File: src/design/tile_average_pixelate_defines.svh
// assertion macros for the tile averaging block
// expects signals named clk and rst in the scope where a macro is used
`ifndef TILE_AVERAGE_PIXELATE_DEFINES_SVH
`define TILE_AVERAGE_PIXELATE_DEFINES_SVH

// condition in this cycle implies consequence in the same cycle
`define TAP_ASSERT_NOW(lbl, ante, cons, msg) \
  lbl: assert property (@(posedge clk) disable iff (rst) (ante) |-> (cons)) \
    else $error(msg);

// condition in this cycle implies consequence in the next cycle
`define TAP_ASSERT_NEXT(lbl, ante, cons, msg) \
  lbl: assert property (@(posedge clk) disable iff (rst) (ante) |=> (cons)) \
    else $error(msg);

`endif

File: src/design/tap_pkg.sv
// shared types, constants and helpers of the tile averaging block
// no dependencies
`default_nettype none

package tap_pkg;

  localparam int MAX_WIDTH = 2048;
  localparam int MAX_TILE  = 64;

  localparam int PIX_W  = 8;
  localparam int TS_W   = 7;
  localparam int DIM_W  = 12;
  localparam int COL_W  = $clog2(MAX_WIDTH);
  localparam int ROW_W  = 12;
  localparam int TIN_W  = $clog2(MAX_TILE);
  localparam int SUM_W  = PIX_W + 2 * TIN_W;
  localparam int CNT_W  = 2 * TIN_W + 1;
  localparam int Q_W    = 8;
  localparam int STEP_W = $clog2(Q_W);
  localparam int CFG_AW = 2;

  // configuration register indexes
  localparam logic [CFG_AW-1:0] CFG_TILE_SIZE    = 2'd0;
  localparam logic [CFG_AW-1:0] CFG_IMAGE_WIDTH  = 2'd1;
  localparam logic [CFG_AW-1:0] CFG_IMAGE_HEIGHT = 2'd2;

  // configuration reset values
  localparam logic [TS_W-1:0]  TILE_SIZE_RST    = 7'd10;
  localparam logic [DIM_W-1:0] IMAGE_WIDTH_RST  = 12'd640;
  localparam logic [DIM_W-1:0] IMAGE_HEIGHT_RST = 12'd480;

  typedef struct packed {
    logic [SUM_W-1:0] blue;
    logic [SUM_W-1:0] green;
    logic [SUM_W-1:0] red;
  } sums_t;

  typedef struct packed {
    logic [COL_W-1:0] tile_col;
    logic [ROW_W-1:0] tile_row;
    logic             end_of_frame;
  } tile_info_t;

  typedef enum logic [1:0] {
    DIV_IDLE,
    DIV_RUN,
    DIV_DONE
  } div_state_t;

  // one restoring division step: quotient bit on top, new remainder below
  function automatic logic [SUM_W:0] div_step(input logic [SUM_W-1:0] rem,
                                              input logic [SUM_W-1:0] dsr);
    logic [SUM_W:0] res;
    if (rem >= dsr) res = {1'b1, rem - dsr};
    else            res = {1'b0, rem};
    return res;
  endfunction

endpackage

`default_nettype wire

File: src/design/tap_divider.sv
// iterative divider for the three channel sums of a finished tile, with output register
// one quotient bit per cycle for all channels; uses tap_pkg
`default_nettype none

module tap_divider (
  input  wire logic                      clk,
  input  wire logic                      rst,
  input  wire logic                      load,
  input  wire tap_pkg::sums_t            sums,
  input  wire logic [tap_pkg::CNT_W-1:0] count,
  input  wire tap_pkg::tile_info_t       info,
  output logic                           busy,
  output logic                           tile_valid,
  input  wire logic                      tile_stall,
  output tap_pkg::tile_info_t            tile_info,
  output logic [tap_pkg::PIX_W-1:0]      avg_blue,
  output logic [tap_pkg::PIX_W-1:0]      avg_green,
  output logic [tap_pkg::PIX_W-1:0]      avg_red
);

  localparam logic [tap_pkg::STEP_W-1:0] STEP_LAST = tap_pkg::STEP_W'(tap_pkg::Q_W - 1);

  tap_pkg::div_state_t state, state_next;
  logic [tap_pkg::STEP_W-1:0] step;
  tap_pkg::sums_t rem;
  logic [tap_pkg::SUM_W-1:0] dsr;
  logic [tap_pkg::Q_W-1:0] quo_b, quo_g, quo_r;
  tap_pkg::tile_info_t info_hold;
  logic out_load;
  logic [tap_pkg::SUM_W:0] st_b, st_g, st_r;

  // next state
  always_comb begin
    state_next = state;
    unique case (state)
      tap_pkg::DIV_IDLE: if (load) state_next = tap_pkg::DIV_RUN;
      tap_pkg::DIV_RUN:  if (step == STEP_LAST) state_next = tap_pkg::DIV_DONE;
      tap_pkg::DIV_DONE: if (!tile_valid || !tile_stall) state_next = tap_pkg::DIV_IDLE;
      default:           state_next = tap_pkg::DIV_IDLE;
    endcase
  end

  // state outputs
  always_comb begin
    busy     = 1'b0;
    out_load = 1'b0;
    unique case (state)
      tap_pkg::DIV_IDLE: busy = 1'b0;
      tap_pkg::DIV_RUN:  busy = 1'b1;
      tap_pkg::DIV_DONE: begin
        busy     = 1'b1;
        out_load = !tile_valid || !tile_stall;
      end
      default:           busy = 1'b0;
    endcase
  end

  always_ff @(posedge clk) begin
    if (rst) state <= tap_pkg::DIV_IDLE;
    else     state <= state_next;
  end

  // one subtract step per channel
  assign st_b = tap_pkg::div_step(rem.blue, dsr);
  assign st_g = tap_pkg::div_step(rem.green, dsr);
  assign st_r = tap_pkg::div_step(rem.red, dsr);

  // iteration datapath
  always_ff @(posedge clk) begin
    if (state == tap_pkg::DIV_IDLE && load) begin
      rem       <= sums;
      dsr       <= {count, {(tap_pkg::Q_W - 1){1'b0}}};
      step      <= '0;
      info_hold <= info;
    end else if (state == tap_pkg::DIV_RUN) begin
      rem.blue  <= st_b[tap_pkg::SUM_W-1:0];
      rem.green <= st_g[tap_pkg::SUM_W-1:0];
      rem.red   <= st_r[tap_pkg::SUM_W-1:0];
      quo_b     <= {quo_b[tap_pkg::Q_W-2:0], st_b[tap_pkg::SUM_W]};
      quo_g     <= {quo_g[tap_pkg::Q_W-2:0], st_g[tap_pkg::SUM_W]};
      quo_r     <= {quo_r[tap_pkg::Q_W-2:0], st_r[tap_pkg::SUM_W]};
      dsr       <= dsr >> 1;
      step      <= step + 1'b1;
    end
  end

  // output register
  always_ff @(posedge clk) begin
    if (out_load) begin
      tile_info <= info_hold;
      avg_blue  <= quo_b;
      avg_green <= quo_g;
      avg_red   <= quo_r;
    end
  end

  always_ff @(posedge clk) begin
    if (rst)             tile_valid <= 1'b0;
    else if (out_load)   tile_valid <= 1'b1;
    else if (!tile_stall) tile_valid <= 1'b0;
  end

endmodule

`default_nettype wire

File: config.mk
export PLATFORM = sky130hd
export DESIGN_NAME = tap_divider
export DESIGN_NICKNAME = d
export VERILOG_FILES = /design/src/design/tile_average_pixelate_defines.svh /design/src/design/tap_pkg.sv /design/src/design/tap_divider.sv
export SDC_FILE = /design/constraint.sdc
export NUM_CORES = 1
export LEC_CHECK = 0
export CELL_PAD_IN_SITES_DETAIL_PLACEMENT = 0
export CELL_PAD_IN_SITES_GLOBAL_PLACEMENT = 2
export CORE_MARGIN = 2
export CORE_UTILIZATION = 46
export CTS_CLUSTER_DIAMETER = 60
export CTS_CLUSTER_SIZE = 40
export DETAILED_ROUTE_END_ITERATION = 6
export DONT_BUFFER_PORTS = 1
export PLACE_DENSITY = 0.93
export SLEW_MARGIN = 20
export SYNTH_ARGS = -nofsm -noshare
export SYNTH_HDL_FRONTEND = slang
export SYNTH_SLANG_ARGS = --single-unit
File: constraint.sdc
create_clock -name clk -period 11.4 [get_ports clk]
set_input_delay 1.71 -clock clk [delete_from_list [all_inputs] [get_ports clk]]
set_output_delay 1.71 -clock clk [all_outputs]
set_load 0.005 [all_outputs]
==> results of run 1 <==
-- registers in the layout, summed over array words and instances, names as in the netlist --
name / cells
tile_info: 24
quo_g: 8
quo_b: 8
state: 2
tile_valid: 1
step: 3
avg_red: 8
quo_r: 8
avg_green: 8
info_hold: 24
dsr: 20
avg_blue: 8
rem: 60
-- through the flow --
stage          hold slack, ns  std cells  util (%)
3_5_place_dp            0.405       1071      48.5
5_1_grt                 0.440       1103      51.6
6_report                0.419       1104      51.6
3_3_place_gp            0.402       1071      48.5
4_1_cts                 0.424       1103      51.6
2_1_floorplan           0.400        824         -
-- final cells by class --
type / instances / area share (%)
Antenna cell: 1 / 0.0237
Clock buffer: 17 / 4.03
Clock inverter: 15 / 1.91
Inverter: 40 / 1.45
Multi-Input combinational cell: 573 / 38.4
Sequential cell: 182 / 50.6
Tap cell: 270 / 3.20
Timing Repair Buffer: 6 / 0.427
-- metal layers --
metal | global-route usage, % | part of all wire [%] | vias up
met5 | 0 | 0.054 | -
met4 | 8.48 | 3.0 | 2
met3 | 6.33 | 8.3 | 31
met2 | 34.2 | 45 | 249
met1 | 30.2 | 44 | 3184
li1 | - | - | 3094
-- layout by cell type, fill, tap and decap left out, types with 10 or more instances in the layout --
cell type and instances:
o31ai_1 40, a21oi_1 47, inv_1 36, ha_1 65
xnor2_1 22, nand3_1 17, nor2_1 33, a21o_1 16
dfxtp_1 13, o21ai_0 38, nand2_1 102, and3_1 10
nand2b_1 13, clkbuf_16 17, mux2i_1 10, edfxtp_1 169
xor2_1 26
-- worst paths after layout --
check | slack (ns) | end | depth (start not counted)
setup / recovery | 7.54 | rem[38] | 5
hold / removal | 0.42 | tile_info[3] | 0
setup reg to reg | 8.00 | rem[38] | 8
hold reg to reg | 0.42 | tile_info[3] | 0
-- kinds of logic after synthesis --
| group | Yosys count | share of synthesized area [%] |
|---|---|---|
| mux | 10 | 1.04 |
| fa+ha+maj | 69 | 9.18 |
| xor+xnor | 48 | 4.36 |
| compound gates | 229 | 16.7 |
| buf+inv | 69 | 2.92 |
| flops | 182 | 55.3 |
| simple gates | 217 | 10.5 |
==> metrics.md, run 1 <==
| Metric | Value |
|---|---|
| Critical path peak fanout | `82` |
| Die ar. | `about 22000 µm²` |
| Synth warn | `0` |
| CTS Buf Count | `17` |
| RePlAce Congestion | `0.911` |
| Vias in the first global route | `6391` |
| Hold Path Origin | `info_hold[3]` |
| Post-Syn Area | `around 9600 µm²` |
| Area of the multi-input gates | `between 4000 and 5000 µm²` |
| First-iteration detailed-routing DRC count | `about 560` |
| Die Span Y | `around 150 µm` |
| GRT Overall Usage | `between 20 and 25%` |
| WL/cell | `21.7 µm` |
| Post-route ant nets | `0` |
| Row count | `52` |
| Largest delay share family, worst path | `buffers and inverters` |
| Worst skew pair latency | `between 0.4 and 0.5 ns` |
| Critical Path AT | `between 4 and 5 ns` |
| Seq cells post-synth | `between 150 and 200` |
| CTS tree | `yes` |
| Post-DP HPWL | `around 17000 µm` |
| CP bufs+invs | `2` |
| Filler cells | `1818` |
| Setup bufs post-CTS | `0` |
| Period minus WS final | `3.86 ns` |
| Mean Syn Cell Area | `between 10 and 15 µm²` |
| Total number of vias | `between 6000 and 7000` |
| Endpoint class of the critical path | `flop` |
| Register area | `between 5000 and 6000 µm²` |
| Setup TNS | `0 ns` |
| Maxcap violations | `0` |
| RSZ-0062 raised after global routing | `false` |
| Post-DP Area | `about 10000 µm²` |
| Global-route wire length before repair | `about 37000 µm` |
| Main synth FF type | `edfxtp_1` |
| Drt pass-1 iters | `5` |
| Post-synth cell types | `68` |
| Critical R2R Launch | `dsr[8]` |
| CP max stage delay | `around 0.77 ns` |
| Relative slew slack | `39.0%` |
| Tcrit/Tclk final | `~34%` |
| CP cell instances | `nand2_1, inv_4, buf_4, nor2_2, a22o_1` |
| Ys async rst share | `0%` |
| Initial Util | `47.2%` |
| Die width | `149 µm` |
| Achievable Freq | `approximately 260 MHz` |
| Worst Skew | `between 0.01 and 0.015 ns` |
| Most instantiated library cell after synthesis | `edfxtp_1` |
| Worst setup path start | `load` |
| Worst path slowest cell | `inv_4` |
| Nets | `990` |
| Worst-path clk slew | `0.08 ns` |
| Outcome | `finished clean` |
| Synthesized Nets | `~990` |
| Clk sinks | `about 180` |
| Worst slew pin tran | `0.914 ns` |
| I/O Pins | `roughly 150` |
| Yosys top cell area share | `between 50% and 60%` |
| Most frequent cells after synthesis | `edfxtp_1 (169), nand2_1 (102), ha_1 (66)` |
| Cells after synthesis | `824` |
| Design Area, Final | `10500 µm²` |
| Cts repair resizes | `0` |
| H-Tree Depth | `4` |
| Area leader, netlist | `edfxtp_1` |
| CTS max path bufs | `2` |
| Port bufs | `0` |
| Synthesis-to-finish area growth | `9.30%` |
| Fin. Hold Viols | `0` |
| Crit Path Class | `in2reg` |
| Hold crit path type | `reg2reg` |
| Root Buffer | `clkbuf_16` |
| Setup ws final | `between 7 and 8 ns` |
| Cts hold-fix bufs | `0` |
| CP startpoint kind | `primary input` |
| Sequential area share after synthesis | `55.3%` |
| Initial antenna violation count | `2` |
| Via-to-Cell Ratio | `5.94` |
| Worst Path Required | `roughly 12 ns` |
| Pre-CTS setup slack | `7.03 ns` |
| Routed WL | `roughly 24000 µm` |
| Final Slew Violations | `0` |
| Largest net degree at the start of global routing | `slightly above 80` |
| DRC | `0` |
| Synth area leaders | `edfxtp_1 (53%), ha_1 (8.6%), nand2_1 (4.0%)` |
| Share of cells above drive strength 1 | `roughly 7.9%` |
| Core area | `~20000 µm²` |
| Total grt overflow | `0` |
| Setup-failing EPs final | `0` |
| Number of flops mapped to enable cells by yosys | `between 150 and 200` |
Power of run 1 is not shown: default switching activity piles up to over one toggle a cycle in this logic, so the estimate is an artifact.
==> run 2: changes to the inputs <==
--- a/config.mk
+++ b/config.mk
@@ -8,12 +8,12 @@
 export CELL_PAD_IN_SITES_DETAIL_PLACEMENT = 0
 export CELL_PAD_IN_SITES_GLOBAL_PLACEMENT = 2
 export CORE_MARGIN = 2
-export CORE_UTILIZATION = 46
+export CORE_UTILIZATION = 42
 export CTS_CLUSTER_DIAMETER = 60
 export CTS_CLUSTER_SIZE = 40
 export DETAILED_ROUTE_END_ITERATION = 6
 export DONT_BUFFER_PORTS = 1
-export PLACE_DENSITY = 0.93
+export PLACE_DENSITY = 0.86
 export SLEW_MARGIN = 20
 export SYNTH_ARGS = -nofsm -noshare
 export SYNTH_HDL_FRONTEND = slang
==> constraint.sdc (replaced) <==
create_clock -name clk -period 4 [get_ports clk]
set_input_delay 0.6 -clock clk [delete_from_list [all_inputs] [get_ports clk]]
set_output_delay 0.6 -clock clk [all_outputs]
set_load 0.005 [all_outputs]
==> metrics.md, run 2 (synthesis results as in run 1) <==
| Metric | Value |
|---|---|
| Worst Path Required | `4.18 ns (was 11.59 ns)` |
| Worst reg2reg path endpoint | `rem[38] (unchanged)` |
| Outcome | `finished clean (unchanged)` |
| Worst Skew | `0.00925 ns (was 0.0116 ns)` |
| CTS Buf Count | `17 (unchanged)` |
| Final Slew Violations | `0 (unchanged)` |
| Fin. Hold Viols | `0 (unchanged)` |
| WL/cell | `21.6 µm (was 21.7 µm)` |
| Total grt overflow | `0 (unchanged)` |
| Drt pass-1 iters | `5 (unchanged)` |
| Diode count | `0 (was 1)` |
| Relative slew slack | `47.8% (was 39.0%)` |
| Critical Path AT | `3.23 ns (was 4.05 ns)` |
| Worst skew pair latency | `0.43 ns (was 0.44 ns)` |
| Root Buffer | `clkbuf_16 (unchanged)` |
| CP startpoint kind | `flop (was primary input)` |
| First-iteration detailed-routing DRC count | `478 (was 559)` |
| Cts hold-fix bufs | `0 (unchanged)` |
| Most frequent cells in the layout | `edfxtp_1 (169), nand2_1 (102), ha_1 (65), a21oi_1 (47), o31ai_1 (40) (unchanged)` |
| Total number of vias | `6469 (was 6560)` |
| Critical R2R Launch | `dsr[11] (was dsr[8])` |
| Row count | `55 (was 52)` |
| I/O Pins | `151 (unchanged)` |
| Area of the multi-input gates | `4060 µm² (was 4050 µm²)` |
| Port bufs | `0 (unchanged)` |
| Maxcap violations | `0 (unchanged)` |
| Share of cells above drive strength 1 | `9.12% (was 7.92%)` |
| Cts repair resizes | `0 (unchanged)` |
| Achievable Freq | `between 300 and 400 MHz` |
| Post-DP HPWL | `18300 µm (was 17300 µm)` |
| Worst setup path start | `dsr[11] (was load)` |
| CP max stage delay | `0.40 ns (was 0.77 ns)` |
| Synthesis-to-finish area growth | `10.1% (was 9.30%)` |
| Worst path slowest cell | `a221o_1 (was inv_4)` |
| Die width | `156 µm (was 149 µm)` |
| CP cell instances | `inv_1, ha_1, and2_1, and3_1, a221o_1, a211oi_4, buf_4, nor2_2, a22o_1 (was nand2_1, inv_4, buf_4, nor2_2, a22o_1)` |
| Setup-failing EPs final | `0 (unchanged)` |
| Setup bufs post-CTS | `0 (unchanged)` |
| Largest regs | `rem x60, info_hold x24, tile_info x24 (unchanged)` |
| RePlAce Congestion | `0.875 (was 0.911)` |
| FF-to-FF path depth | `9 (was 8)` |
| Initial antenna violation count | `0 (was 2)` |
| Period minus WS final | `between 3 and 4 ns` |
| RSZ-0062 raised after global routing | `false (unchanged)` |
| Endpoint class of the critical path | `flop (unchanged)` |
| Worst slew pin tran | `0.781 ns (was 0.914 ns)` |
| Post-route ant nets | `0 (unchanged)` |
| GRT Overall Usage | `20.2% (was 22.3%)` |
| H-Tree Depth | `4 (unchanged)` |
| Setup TNS | `0 ns (unchanged)` |
| Tcrit/Tclk final | `roughly 76%` |
| Critical path peak fanout | `13 (was 82)` |
| Largest register by flop count | `rem (unchanged)` |
| CTS tree | `yes (unchanged)` |
| DRC | `0 (unchanged)` |
| Hold crit path type | `in2reg (was reg2reg)` |
| Clk sinks | `182 (unchanged)` |
| CTS max path bufs | `2 (unchanged)` |
| Initial Util | `42.7% (was 47.2%)` |
| Commonest non-fill, non-tap cell in the layout | `edfxtp_1 (unchanged)` |
| Largest net degree at the start of global routing | `58 (was 83)` |
| Core area | `22600 µm² (was 20400 µm²)` |
| Max reg flops | `60 (unchanged)` |
| Die ar. | `24200 µm² (was 22200 µm²)` |
| Crit Path Class | `reg2reg (was in2reg)` |
| Setup slack, reg-to-reg | `0.95 ns (was 8.00 ns)` |
| Die Span Y | `156 µm (was 149 µm)` |
| CP endpoint | `rem[38] (unchanged)` |
| Vias in the first global route | `6116 (was 6391)` |
| Via-to-Cell Ratio | `5.73 (was 5.94)` |
| Register area | `5340 µm² (unchanged)` |
| Global-route wire length before repair | `36500 µm (was 37000 µm)` |
| Nets | `1001 (was 990)` |
| Worst-path clk slew | `0.08 ns (about the same)` |
| Routed WL | `24400 µm (was 23900 µm)` |
| Filler cells | `2056 (was 1818)` |
[run 2: layout make-up]
type                    count  area share, %
flip-flops and latches    182           50.2
multi-input cells         573           38.2
clock buffers              18           4.04
well taps                 285           3.36
inverters                  40           1.46
repair buffers             17           1.44
clock inverters            14           1.27
[run 2: critical path, delay by kind of cell, from the launching register on]
kind,cells,cell delay (ns)
compound gates,3,0.95
simple gates,3,0.60
buf+inv,2,0.49
fa+ha+maj,1,0.39
flops,1,0.37
[run 2: per-stage QoR]
step           hold WS [ns]  cells  worst slack (ns)  util (%)  area (µm²)
2_1_floorplan         0.400    824             0.101         -        9650
3_3_place_gp          0.401   1097             0.784      44.5       10100
3_5_place_dp          0.405   1097             0.697      44.5       10100
4_1_cts               0.222   1129             0.677      47.0       10600
5_1_grt               0.214   1129             0.693      47.1       10600
6_report              0.239   1129             0.951      47.1       10600
[run 2: how the worst min path moves through the flow]
| stage | startpoint | end | depth (start not counted) |
|---|---|---|---|
| 5_1_grt | rst | state[1] | 1 |
| 3_3_place_gp | quo_g[7] | avg_green[7] | 0 |
| 3_5_place_dp | quo_b[7] | avg_blue[7] | 0 |
| 2_1_floorplan | quo_b[7] | avg_blue[7] | 0 |
| 6_report | rst | state[1] | 1 |
| 4_1_cts | rst | state[1] | 1 |
[run 2: routing by layer]
| metal | track usage (%) | up-vias | part of all wire (%) | wire (µm) |
|---|---|---|---|---|
| met1 | 28.2 | 3077 | 46 | 11200 |
| li1 | - | 3109 | - | - |
| met4 | 6.16 | 0 | 1.9 | 460 |
| met5 | 0 | - | 0 | 0 |
| met3 | 4.25 | 26 | 6.2 | 1520 |
| met2 | 31.8 | 257 | 46 | 11300 |
Power of run 2 is left out for the same reason.
